## config.mk

```make
export PLATFORM = sky130hd
export DESIGN_NAME = servo_slew_pwm_controller
export DESIGN_NICKNAME = d
export VERILOG_FILES = /design/src/hdl/sspc_pkg.sv /design/src/hdl/servo_slew_pwm_controller.sv /design/src/hdl/sspc_muldiv.sv
export SDC_FILE = /design/constraint.sdc
export NUM_CORES = 1
export LEC_CHECK = 0
export BUFFER_PORTS_ARGS = -buffer_cell sky130_fd_sc_hd__buf_2
export CORE_UTILIZATION = 45
export CTS_CLUSTER_DIAMETER = 80
export CTS_CLUSTER_SIZE = 30
export DETAILED_ROUTE_END_ITERATION = 8
export PLACE_DENSITY = 0.64
export SETUP_SLACK_MARGIN = 0.05
export SLEW_MARGIN = 30
export SYNTH_ARGS = -nofsm -noshare
export SYNTH_HDL_FRONTEND = slang
export SYNTH_SLANG_ARGS = --single-unit
export TNS_END_PERCENT = 30
```

## constraint.sdc

```tcl
create_clock -name clk -period 9.2 [get_ports clk]
set_input_delay 1.38 -clock clk [delete_from_list [all_inputs] [get_ports clk]]
set_output_delay 1.38 -clock clk [all_outputs]
set_load 0.02 [all_outputs]
```

## src/hdl/sspc_pkg.sv

```systemverilog
// ----------------------------------------------------------------------------
// sspc_pkg
// Shared widths, codes, state types and helpers for the servo slew and
// pulse-width controller.
// ----------------------------------------------------------------------------
package sspc_pkg;

	// field widths
	localparam int ANG_W   = 9;
	localparam int PULSE_W = 25;
	localparam int SPEED_W = 16;
	localparam int TICK_W  = 10;
	localparam int OP_W    = 2;

	// configuration port
	localparam int CFG_IDX_W  = 3;
	localparam int CFG_DATA_W = PULSE_W;

	localparam logic [CFG_IDX_W-1:0] CFG_MIN_ANGLE   = 3'd0;
	localparam logic [CFG_IDX_W-1:0] CFG_MAX_ANGLE   = 3'd1;
	localparam logic [CFG_IDX_W-1:0] CFG_MIN_PULSE   = 3'd2;
	localparam logic [CFG_IDX_W-1:0] CFG_MAX_PULSE   = 3'd3;
	localparam logic [CFG_IDX_W-1:0] CFG_SPEED       = 3'd4;
	localparam logic [CFG_IDX_W-1:0] CFG_TICK_PERIOD = 3'd5;

	// stream widths
	localparam int S_TDATA_W = 16;
	localparam int S_TUSER_W = OP_W;
	localparam int OUT_W     = 1 + 1 + PULSE_W + ANG_W + ANG_W + 1 + 1;
	localparam int M_TDATA_W = ((OUT_W + 7) / 8) * 8;

	// operation codes
	localparam logic [OP_W-1:0] OP_TICK    = 2'd0;
	localparam logic [OP_W-1:0] OP_SET     = 2'd1;
	localparam logic [OP_W-1:0] OP_ENABLE  = 2'd2;
	localparam logic [OP_W-1:0] OP_DISABLE = 2'd3;

	// reset values
	localparam logic [ANG_W-1:0]   RST_MIN_ANGLE   = 9'd0;
	localparam logic [ANG_W-1:0]   RST_MAX_ANGLE   = 9'd180;
	localparam logic [PULSE_W-1:0] RST_MIN_PULSE   = 25'd1000000;
	localparam logic [PULSE_W-1:0] RST_MAX_PULSE   = 25'd2000000;
	localparam logic [SPEED_W-1:0] RST_SPEED       = 16'd0;
	localparam logic [TICK_W-1:0]  RST_TICK_PERIOD = 10'd20;
	localparam logic [ANG_W-1:0]   RST_ANGLE       = 9'd90;

	// serial multiply-divide unit: (a * b + addend) / divisor
	localparam int MD_A_W   = PULSE_W;
	localparam int MD_B_W   = TICK_W;
	localparam int MD_D_W   = 10;
	localparam int MD_N_W   = MD_A_W + MD_B_W;
	localparam int MD_Q_W   = PULSE_W;
	localparam int MD_CNT_W = $clog2(MD_Q_W);

	// step rounding: (speed * tick + 500) / 1000
	localparam logic [MD_D_W-1:0] STEP_ROUND = 10'd500;
	localparam logic [MD_D_W-1:0] STEP_DIV   = 10'd1000;

	typedef struct packed {
		logic [MD_A_W-1:0] a;
		logic [MD_B_W-1:0] b;
		logic [MD_D_W-1:0] addend;
		logic [MD_D_W-1:0] divisor;
	} sspc_mdop_t;

	typedef enum logic [1:0] {
		MD_IDLE,
		MD_MUL,
		MD_DIV
	} sspc_mdphase_t;

	typedef enum logic [2:0] {
		ST_IDLE,
		ST_DECODE,
		ST_STEP,
		ST_APPLY,
		ST_PULSE,
		ST_DONE
	} sspc_state_t;

	// raise to the lower limit first, then lower to the upper limit
	function automatic logic [ANG_W-1:0] clamp_angle(
		input logic [ANG_W-1:0] v,
		input logic [ANG_W-1:0] lo,
		input logic [ANG_W-1:0] hi
	);
		logic [ANG_W-1:0] r;
		r = v;
		if (r < lo) r = lo;
		if (r > hi) r = hi;
		return r;
	endfunction

endpackage

```

## src/hdl/servo_slew_pwm_controller.sv

```systemverilog
// Path, input transfer to m_tvalid: ST_DECODE then ST_DONE for an item with no computation;
// ST_APPLY between them when a pulse is refused for invalid limits; ST_APPLY and ST_PULSE for
// a pulse update; ST_STEP, ST_APPLY and, unless its pulse is refused, ST_PULSE for a tick
// that moves the servo (serial multiply-divide in ST_STEP and ST_PULSE). Throughput: one item
// in work at a time; s_tready rises with m_tvalid, later while the result awaits m_tready.
// Reset (arst_n low) restores register defaults, output off, both angles 90; no clearing pass.
// ----------------------------------------------------------------------------
// servo_slew_pwm_controller
// Servo position controller with slew-rate limited ticks and linear
// angle-to-pulse-width mapping, one result per input transfer.
// ----------------------------------------------------------------------------
module servo_slew_pwm_controller (
	input  logic                              clk,
	input  logic                              arst_n,
	// configuration writes
	input  logic                              cfg_we,
	input  logic [sspc_pkg::CFG_IDX_W-1:0]    cfg_index,
	input  logic [sspc_pkg::CFG_DATA_W-1:0]   cfg_data,
	// input stream
	input  logic                              s_tvalid,
	output logic                              s_tready,
	input  logic [sspc_pkg::S_TDATA_W-1:0]    s_tdata,  // angle[8:0]
	input  logic [sspc_pkg::S_TUSER_W-1:0]    s_tuser,  // operation[1:0]
	// result stream
	output logic                              m_tvalid,
	input  logic                              m_tready,
	// output_on[0], pulse_update[1], pulse_width[26:2], current_angle_out[35:27],
	// target_angle_out[44:36], moving[45], limits_invalid[46]
	output logic [sspc_pkg::M_TDATA_W-1:0]    m_tdata
);
	import sspc_pkg::*;

	// configuration registers
	logic [ANG_W-1:0]   min_angle_q, max_angle_q;
	logic [PULSE_W-1:0] min_pulse_q, max_pulse_q;
	logic [SPEED_W-1:0] speed_q;
	logic [TICK_W-1:0]  tick_period_q;

	// controller state
	sspc_state_t        state_q, state_d;
	logic               en_q;
	logic [ANG_W-1:0]   cur_q, tgt_q;
	logic [PULSE_W-1:0] last_pulse_q;
	logic               upd_q;
	logic               m_tvalid_q;

	// item payload
	logic [OP_W-1:0]    op_q;
	logic [ANG_W-1:0]   req_q;
	logic [ANG_W-1:0]   app_q;
	logic [M_TDATA_W-1:0] m_tdata_q;

	// combinational helpers
	logic               limits_bad;
	logic               move_ok;
	logic [ANG_W-1:0]   req_clamped;
	logic [ANG_W-1:0]   app_clamped;
	logic [MD_Q_W-1:0]  step;
	logic               tgt_above;
	logic [ANG_W-1:0]   gap_ang;
	logic [ANG_W-1:0]   move;
	logic [ANG_W-1:0]   step_angle;
	logic               out_free;
	logic               out_load;
	logic               md_start;
	logic               md_done;
	logic [MD_Q_W-1:0]  md_quot;
	sspc_mdop_t         md_op;

	// limit checks, clamps and step arithmetic
	always_comb begin
		limits_bad  = (max_angle_q <= min_angle_q) || (max_pulse_q <= min_pulse_q);
		move_ok     = en_q && (speed_q != '0) && (cur_q != tgt_q);
		req_clamped = clamp_angle(req_q, min_angle_q, max_angle_q);
		app_clamped = clamp_angle(app_q, min_angle_q, max_angle_q);
		step        = (md_quot == '0) ? MD_Q_W'(1) : md_quot;
		tgt_above   = (tgt_q > cur_q);
		gap_ang     = tgt_above ? (tgt_q - cur_q) : (cur_q - tgt_q);
		move        = (step < MD_Q_W'(gap_ang)) ? step[ANG_W-1:0] : gap_ang;
		step_angle  = tgt_above ? (cur_q + move) : (cur_q - move);
	end

	// operands for the shared serial unit
	always_comb begin
		if (state_q == ST_DECODE) begin
			md_op.a       = MD_A_W'(speed_q);
			md_op.b       = MD_B_W'(tick_period_q);
			md_op.addend  = STEP_ROUND;
			md_op.divisor = STEP_DIV;
		end else begin
			md_op.a       = max_pulse_q - min_pulse_q;
			md_op.b       = MD_B_W'(app_clamped - min_angle_q);
			md_op.addend  = '0;
			md_op.divisor = MD_D_W'(max_angle_q - min_angle_q);
		end
	end

	// next state and handshake control
	always_comb begin
		state_d  = state_q;
		md_start = 1'b0;
		out_free = !m_tvalid_q || m_tready;
		out_load = 1'b0;
		s_tready = (state_q == ST_IDLE);
		case (state_q)
			ST_IDLE: begin
				if (s_tvalid) state_d = ST_DECODE;
			end
			ST_DECODE: begin
				case (op_q)
					OP_TICK: begin
						if (move_ok) begin
							md_start = 1'b1;
							state_d  = ST_STEP;
						end else begin
							state_d = ST_DONE;
						end
					end
					OP_SET:    state_d = (en_q && speed_q == '0) ? ST_APPLY : ST_DONE;
					OP_ENABLE: state_d = en_q ? ST_DONE : ST_APPLY;
					default:   state_d = ST_DONE;
				endcase
			end
			ST_STEP: begin
				if (md_done) state_d = ST_APPLY;
			end
			ST_APPLY: begin
				if (en_q && !limits_bad) begin
					md_start = 1'b1;
					state_d  = ST_PULSE;
				end else begin
					state_d = ST_DONE;
				end
			end
			ST_PULSE: begin
				if (md_done) state_d = ST_DONE;
			end
			ST_DONE: begin
				if (out_free) begin
					out_load = 1'b1;
					state_d  = ST_IDLE;
				end
			end
			default: state_d = ST_IDLE;
		endcase
	end

	// state register, configuration and servo state
	always_ff @(posedge clk or negedge arst_n) begin
		if (!arst_n) begin
			state_q       <= ST_IDLE;
			min_angle_q   <= RST_MIN_ANGLE;
			max_angle_q   <= RST_MAX_ANGLE;
			min_pulse_q   <= RST_MIN_PULSE;
			max_pulse_q   <= RST_MAX_PULSE;
			speed_q       <= RST_SPEED;
			tick_period_q <= RST_TICK_PERIOD;
			en_q          <= 1'b0;
			cur_q         <= RST_ANGLE;
			tgt_q         <= RST_ANGLE;
			last_pulse_q  <= RST_MIN_PULSE;
			upd_q         <= 1'b0;
			m_tvalid_q    <= 1'b0;
		end else begin
			state_q <= state_d;
			if (cfg_we) begin
				case (cfg_index)
					CFG_MIN_ANGLE:   min_angle_q   <= cfg_data[ANG_W-1:0];
					CFG_MAX_ANGLE:   max_angle_q   <= cfg_data[ANG_W-1:0];
					CFG_MIN_PULSE:   min_pulse_q   <= cfg_data[PULSE_W-1:0];
					CFG_MAX_PULSE:   max_pulse_q   <= cfg_data[PULSE_W-1:0];
					CFG_SPEED:       speed_q       <= cfg_data[SPEED_W-1:0];
					CFG_TICK_PERIOD: tick_period_q <= cfg_data[TICK_W-1:0];
					default: ;
				endcase
			end
			case (state_q)
				ST_IDLE: begin
					if (s_tvalid) upd_q <= 1'b0;
				end
				ST_DECODE: begin
					case (op_q)
						OP_SET:     tgt_q <= req_clamped;
						OP_ENABLE:  en_q  <= 1'b1;
						OP_DISABLE: en_q  <= 1'b0;
						default: ;
					endcase
				end
				ST_PULSE: begin
					if (md_done) begin
						last_pulse_q <= min_pulse_q + md_quot;
						cur_q        <= app_q;
						upd_q        <= 1'b1;
					end
				end
				default: ;
			endcase
			// output register
			if (out_load) begin
				m_tvalid_q <= 1'b1;
			end else if (m_tready) begin
				m_tvalid_q <= 1'b0;
			end
		end
	end

	// payload registers
	always_ff @(posedge clk) begin
		if (s_tvalid && s_tready) begin
			op_q  <= s_tuser[OP_W-1:0];
			req_q <= s_tdata[ANG_W-1:0];
		end
		if (state_q == ST_DECODE) begin
			// apply target on a jump, the held angle on enable
			app_q <= (op_q == OP_SET) ? req_clamped : cur_q;
		end
		if (state_q == ST_STEP && md_done) app_q <= step_angle;
		if (out_load) begin
			m_tdata_q <= {{(M_TDATA_W - OUT_W){1'b0}}, limits_bad, move_ok, tgt_q, cur_q,
				last_pulse_q, upd_q, en_q};
		end
	end

	sspc_muldiv u_muldiv (
		.clk    (clk),
		.arst_n (arst_n),
		.start  (md_start),
		.op     (md_op),
		.done   (md_done),
		.quot   (md_quot)
	);

	assign m_tvalid = m_tvalid_q;
	assign m_tdata  = m_tdata_q;

`ifndef SYNTH
	// the serial unit only finishes while a computation is awaited
	a_done_when_waiting: assert property (@(posedge clk) disable iff (!arst_n)
		md_done |-> (state_q == ST_STEP || state_q == ST_PULSE))
		else $error("muldiv done outside a wait state");

	// a result with a pulse update is only loaded while enabled
	a_update_needs_enable: assert property (@(posedge clk) disable iff (!arst_n)
		out_load && upd_q |-> en_q)
		else $error("pulse update reported while disabled");

	// a finished item reaches the output register in the cycle after room opens
	a_done_loads_output: assert property (@(posedge clk) disable iff (!arst_n)
		state_q == ST_DONE && !m_tvalid_q |=> m_tvalid_q && state_q == ST_IDLE)
		else $error("finished item not loaded into output register");
`endif

endmodule

```

## src/hdl/sspc_muldiv.sv

```systemverilog
// ----------------------------------------------------------------------------
// sspc_muldiv
// Bit-serial unit computing (a * b + addend) / divisor: shift-add multiply
// one multiplier bit per cycle, then restoring division one quotient bit per
// cycle. The caller guarantees the quotient fits in MD_Q_W bits.
// ----------------------------------------------------------------------------
module sspc_muldiv (
	input  logic                          clk,
	input  logic                          arst_n,
	input  logic                          start,
	input  sspc_pkg::sspc_mdop_t          op,
	output logic                          done,
	output logic [sspc_pkg::MD_Q_W-1:0]   quot
);
	import sspc_pkg::*;

	sspc_mdphase_t phase_q, phase_d;
	logic [MD_CNT_W-1:0] cnt_q;
	logic                done_q;
	logic [MD_N_W-1:0]   mcand_q;
	logic [MD_B_W-1:0]   mplier_q;
	logic [MD_N_W-1:0]   acc_q;
	logic [MD_D_W-1:0]   rem_q;
	logic [MD_D_W-1:0]   div_q;
	logic [MD_Q_W-1:0]   quot_q;

	logic [MD_N_W-1:0]   acc_sum;
	logic [MD_D_W:0]     trial;
	logic [MD_D_W:0]     trial_sub;
	logic                qbit;
	logic [MD_D_W-1:0]   rem_next;
	logic                mul_last;
	logic                div_last;

	// one partial product add and one trial subtract per cycle
	always_comb begin
		acc_sum   = acc_q + (mplier_q[0] ? mcand_q : '0);
		trial     = {rem_q, acc_q[MD_Q_W-1]};
		trial_sub = trial - {1'b0, div_q};
		qbit      = (trial >= {1'b0, div_q});
		rem_next  = qbit ? trial_sub[MD_D_W-1:0] : trial[MD_D_W-1:0];
		mul_last  = (cnt_q == MD_CNT_W'(MD_B_W - 1));
		div_last  = (cnt_q == MD_CNT_W'(MD_Q_W - 1));
	end

	// phase sequencing
	always_comb begin
		phase_d = phase_q;
		case (phase_q)
			MD_IDLE: if (start) phase_d = MD_MUL;
			MD_MUL:  if (mul_last) phase_d = MD_DIV;
			MD_DIV:  if (div_last) phase_d = MD_IDLE;
			default: phase_d = MD_IDLE;
		endcase
	end

	// control registers
	always_ff @(posedge clk or negedge arst_n) begin
		if (!arst_n) begin
			phase_q <= MD_IDLE;
			cnt_q   <= '0;
			done_q  <= 1'b0;
		end else begin
			phase_q <= phase_d;
			done_q  <= (phase_q == MD_DIV) && div_last;
			if (phase_q != phase_d) begin
				cnt_q <= '0;
			end else begin
				cnt_q <= cnt_q + MD_CNT_W'(1);
			end
		end
	end

	// datapath shift registers
	always_ff @(posedge clk) begin
		case (phase_q)
			MD_IDLE: begin
				if (start) begin
					mcand_q  <= MD_N_W'(op.a);
					mplier_q <= op.b;
					acc_q    <= MD_N_W'(op.addend);
					div_q    <= op.divisor;
				end
			end
			MD_MUL: begin
				mcand_q  <= {mcand_q[MD_N_W-2:0], 1'b0};
				mplier_q <= {1'b0, mplier_q[MD_B_W-1:1]};
				acc_q    <= acc_sum;
				// upper bits stay below the divisor, so they seed the remainder
				if (mul_last) rem_q <= acc_sum[MD_N_W-1:MD_Q_W];
			end
			MD_DIV: begin
				acc_q  <= {acc_q[MD_N_W-2:0], 1'b0};
				rem_q  <= rem_next;
				quot_q <= {quot_q[MD_Q_W-2:0], qbit};
			end
			default: ;
		endcase
	end

	assign done = done_q;
	assign quot = quot_q;

endmodule
```

==> results.toml, run 1 <==
[status]
status = "complete, but fails checks"
violations = "DRC"

[clock_tree]
clock-sinks = 343
cts_root_buffer = "clkbuf_16"
h-tree-depth = 1
tritoncts = "done"
post-cts-setup-buffers = 0
holdBufCountCts = 0
worstSkewPairLatency_ps = 620
cts-buffers-inserted = 25
clk_path_buf_depth = 3
clkTransAtPathRegs_ps = 110
ctsResizeCount = 0

[yosys]
synthFlopType = "edfxtp_1"
synth-seq-cells = 343
yosysTopAreaCell = "edfxtp_1"
syn_area_per_cell_sq_um = 10.2
synth-edff-count = 192
synth_most_common_cell = "nand2_1"
synth_area_leaders = "edfxtp_1 27%, dfrtp_1 13%, ha_1 11%"
synth_cell_types = 86
synth_top_area_share_pct = 26.8
ys_warn_count = 0
synth_area_sq_mm = 0.0215
synthArstFlopShare_pct = 44.0
netlist_top_cells_count = "206 x nand2_1, 201 x o21ai_0, 192 x edfxtp_1"
yosysSeqAreaShare_pct = 44.6
syn_nets = 2352
syn-instance-count = 2102

[power]
power_mw = 4.43
p_per_area_mw_per_mm2 = 188
vdd_drop_max_mv = 0.151
p_leak_nw = 9.53

[routing]
drt_iter0_markers = 1111
totalWireLength_um = 53000
vias_per_cell = 5.64
num_vias = 15800
wl_met1_um = 24800
highest_layer = "met4"
avgRoutedWirePerCell_um = 19.0
wl_met2_um = 25100
wl_met3_um = 1750
ant_nets = 0
dr.pass1.iters = 7
drcViolationCount = 6

[placement]
place_area_sq_mm = 0.0226
port_buffers = 92
dp_slack_ps = 1060
hpwlAfterDp_um = 39800
place.gp.congestion = 0.893

[timing]
worst_pin_slew_ps = 927
relSlewSlack_pct = 37.9
hold_violations = 0
finalWorstSetupSlack_ps = 1130
max_freq_mhz = 124
slew_viol_final = 0
setup_tns_ps = 0
period_minus_slack_ps = 8070
fin_worst_skew_ps = 39.6
period_share_pct = 87.8
setup_violations = 0
rsz0062_at_grt = "false"

[global_routing]
grt_pass1_vias = 15700
grt_max_degree = 83
grt_pass1_wl_um = 84200
grt_overflow = 0
antenna_found_initial = 0
groute.usage.overall_pct = 22.0

[finish]
area.growth.synth_to_final_pct = 9.50
drive_gt1_share_pct = 15.1
final_cell_area_sq_mm = 0.0236
post-route-util_pct = 50.3
fin_nets = 2416

[hold_path]
hold_depth = 0
hold_path.class = "reg2reg"

[die]
die-area_sq_mm = 0.0487
die_h_um = 221
rows = 79
io_pins = 101
core_area_sq_mm = 0.0469
start_util_pct = 45.9
die_w_um = 221

[worst_setup_path]
crit_path_max_fanout = 13
critPathArrivalTime_ps = 8430
startpoint_type = "flip-flop"
worst-r2r-cell-count = 30
path_class = "reg2reg"
cp_slowest_cell = "dfstp_2"
worstPathRequired_ps = 9550
endpoint_kind = "flip-flop"
cpPeakStageDelay_ps = 610

[flow_run]
cap_violations = 0
## critical path: cells and delay by family (launching register included)
family | cells | cell delay (ps)
flops | 1 | 610
mux | 3 | 950
buf+inv | 1 | 80
xor+xnor | 5 | 880
simple gates | 6 | 1620
compound gates | 11 | 2370
fa+ha+maj | 4 | 1290
## stage by stage
stage / instances / hold WS [ps]
6_report: 2793 / 448
5_1_grt: 2792 / 466
3_5_place_dp: 2744 / 436
4_1_cts: 2790 / 452
2_1_floorplan: 2102 / 419
3_3_place_gp: 2744 / 428
## sequential cells by signal, summed over array words and instances (netlist names), 16 cells and up
signal            cells
max_pulse_q          25
min_pulse_q          25
m_tdata              47
speed_q              16
u_muldiv.quot        25
u_muldiv.mcand_q     35
last_pulse_q         25
u_muldiv.acc_q       35
## layout by cell type (no fill, tap or decap), types with 35 or more instances in the layout
cell,count
nor2_1,92
buf_2,91
o21ai_0,201
mux2_2,94
dfstp_2,35
nor2b_1,36
a21oi_1,115
o21a_1,45
and2_1,48
xor2_1,51
ha_1,189
nand3_1,35
dfrtp_1,116
a21o_1,70
inv_1,137
xnor2_1,54
nand2_1,205
edfxtp_1,192
## final timing paths
path / slack, ps / start / end
setup reg to reg: 1130 / cur_q[6] / app_q[8]
hold / removal: 450 / last_pulse_q[13] / m_tdata[15]
min in group asynchronous: 830 / arst_n / last_pulse_q[20]
setup / recovery: 1130 / cur_q[6] / app_q[8]
max in group asynchronous: 7180 / arst_n / u_muldiv.done
hold reg to reg: 450 / last_pulse_q[13] / m_tdata[15]
## report_power, final
part           internal, mW  leakage [nW]  switching, mW
registers              1.77          3.37         0.0791
clock network         0.573         0.431          0.647
logic                 0.613          5.73          0.748
## cells by family (layout without fill, tap and decap cells)
| kind of cell | Yosys count | after routing | share of synthesized area [%] |
|---|---|---|---|
| buffers and inverters | 211 | 294 | 3.83 |
| adders and majority gates | 200 | 200 | 11.9 |
| xor gates and xnor gates | 106 | 106 | 4.35 |
| DFF | 343 | 343 | 44.6 |
| and+or+nand+nor | 545 | 545 | 12.2 |
| AOI/OAI and AO/OA | 588 | 588 | 17.5 |
| other | 1 | 2 | 0.0174 |
| muxes | 108 | 108 | 5.60 |
## layout make-up
type | instances | area (sq um)
fill | 4300 | 23300
multi-input combinational | 1548 | 11200
sequential | 343 | 9590
tap | 607 | 759
clock buffer | 29 | 682
timing repair buffer | 110 | 613
inverter | 138 | 518
clock inverter | 17 | 205
antenna | 1 | 2.50
## metal layers
layer  GRT usage (%)  up-vias
li1                -     7729
met1            29.8     7671
met2            37.2      279
met3            2.52       77
met4            5.59        0
met5               0        -
Power figures use the tool's default switching activity.
==> inputs of run 2 (changes only) <==
==> constraint.sdc (replaced) <==
create_clock -name clk -period 9.3 [get_ports clk]
set_input_delay 1.395 -clock clk [delete_from_list [all_inputs] [get_ports clk]]
set_output_delay 1.395 -clock clk [all_outputs]
set_load 0.02 [all_outputs]
==> results.toml, run 2 (same netlist as run 1, synthesis figures left out) <==
[clock_tree]
cts_root_buffer = "clkbuf_16"
clkTransAtPathRegs_ps = 100
worstSkewPairLatency_ps = 610
ctsResizeCount = 0
holdBufCountCts = 0
clk_path_buf_depth = 3
post-cts-setup-buffers = 0
cts-buffers-inserted = 27
tritoncts = "done"
clock-sinks = 343
h-tree-depth = 1

[global_routing]
antenna_found_initial = 1
grt_pass1_vias = 15800
grt_overflow = 0
groute.usage.overall_pct = 22.1
grt_max_degree = 98
grt_pass1_wl_um = 84800

[finish]
diodes = 0
final_cell_mix = "205 x nand2_1, 200 x o21ai_0, 192 x edfxtp_1"
regArea_sq_mm = 0.00959
largest_register_ffs = 47
multi_input_area_sq_mm = 0.0112
fin_nets = 2417
final_cell_area_sq_mm = 0.0237
final_common_cell = "nand2_1"
drive_gt1_share_pct = 15.3
fillCellCount = 4329
area.growth.synth_to_final_pct = 10.0
fin_cells = 2795

[worst_setup_path]
cpPeakStageDelay_ps = 590
cp_slowest_cell = "dfstp_2"
startpoint_type = "flip-flop"
worstPathRequired_ps = 9670
critPathArrivalTime_ps = 8220
worst-r2r-cell-count = 29
crit_path_max_fanout = 10
path_class = "reg2reg"
r2r_slack_ps = 1450
r2r_end = "app_q[8]"
endpoint_kind = "flip-flop"
timing.rr.start = "cur_q[6]"

[routing]
vias_per_cell = 5.67
num_vias = 15900
totalWireLength_um = 53000
drt_iter0_markers = 1043
ant_nets = 0
dr.pass1.iters = 7
drcViolationCount = 3
avgRoutedWirePerCell_um = 19.0

[timing]
period_minus_slack_ps = 7850
rsz0062_at_grt = "false"
relSlewSlack_pct = 30.6
fin_worst_skew_ps = 35.3
worst_pin_slew_ps = 1040
setup_violations = 0
setup_tns_ps = 0
slew_viol_final = 0
hold_violations = 0
hold_ws_ps = 450
max_freq_mhz = 127
period_share_pct = 84.4

[hold_path]
min_to = "m_tdata[9]"
hold_path.class = "reg2reg"
hold_path.startpoint = "last_pulse_q[7]"
hold_depth = 0

[die]
rows = 79
die_w_um = 221
start_util_pct = 45.9
core_area_sq_mm = 0.0469
io_pins = 101
die_h_um = 221
die-area_sq_mm = 0.0487

[placement]
hpwlAfterDp_um = 39700
placed_cells = 2743
port_buffers = 92
place_area_sq_mm = 0.0226
place.gp.congestion = 0.892

[status]
status = "complete, but fails checks"
violations = "DRC"

[power]
p_per_area_mw_per_mm2 = 190
p_leak_nw = 9.59
vdd_drop_max_mv = 0.148

[flow_run]
cap_violations = 0
run 2: cell types whose count changed in the layout (fill, tap and decap cells not counted), sizes merged:
cell,change
bufinv,+2
inv,+4
buf,-2
diode,-1
clkbuf,+2
clkinv,-3
run 2: final cells by class:
cell class                 count  share of cell area, %
multi-input combinational   1548                   47.3
sequential                   343                   40.5
tap                          607                   3.21
clock buffer                  30                   3.08
timing repair buffer         109                   2.57
inverter                     138                   2.19
clock inverter                20                   1.17
run 2: how the worst max path moves through the flow:
stage,start,to,slack [ps],cells past startpoint
final,cur_q[6],app_q[8],1450,29
after global routing,cur_q[6],app_q[8],850,29
after CTS,cur_q[6],app_q[8],1380,30
after detailed placement,cur_q[6],app_q[8],1420,30
after global placement,cur_q[6],app_q[8],1510,29
after floorplan,cur_q[6],app_q[8],2500,33
run 2: per-stage QoR:
stage,util (%),worst slack (ps),total power [mW]
2_1_floorplan,-,2500,2.84
3_3_place_gp,48.2,1510,3.17
3_5_place_dp,48.3,1420,3.20
4_1_cts,50.4,1380,4.54
5_1_grt,50.5,847,4.76
6_report,50.5,1450,4.50
run 2: worst max-delay path: cells and delay by family (launching register included):
kind | cells | cell delay (ps)
mux | 3 | 850
xor+xnor | 5 | 1020
flops | 1 | 590
fa+ha+maj | 4 | 1300
buf+inv | 1 | 70
compound gates | 11 | 2510
simple gates | 5 | 1270
run 2: metal layers:
metal	vias up	GRT usage, %	wire (um)	part of all wire [%]
li1	7735	-	-	-
met1	7735	30.3	24500	46
met2	297	36.9	25000	47
met3	83	2.43	1950	3.7
met4	2	6.35	1530	2.9
met5	-	0	13	0.025
run 2: where the power goes:
part | leakage, nW | switching, mW | internal [mW]
sequential | 3.37 | 0.0804 | 1.75
clock | 0.493 | 0.660 | 0.665
combinational | 5.73 | 0.739 | 0.605
total | 9.59 | 1.48 | 3.02
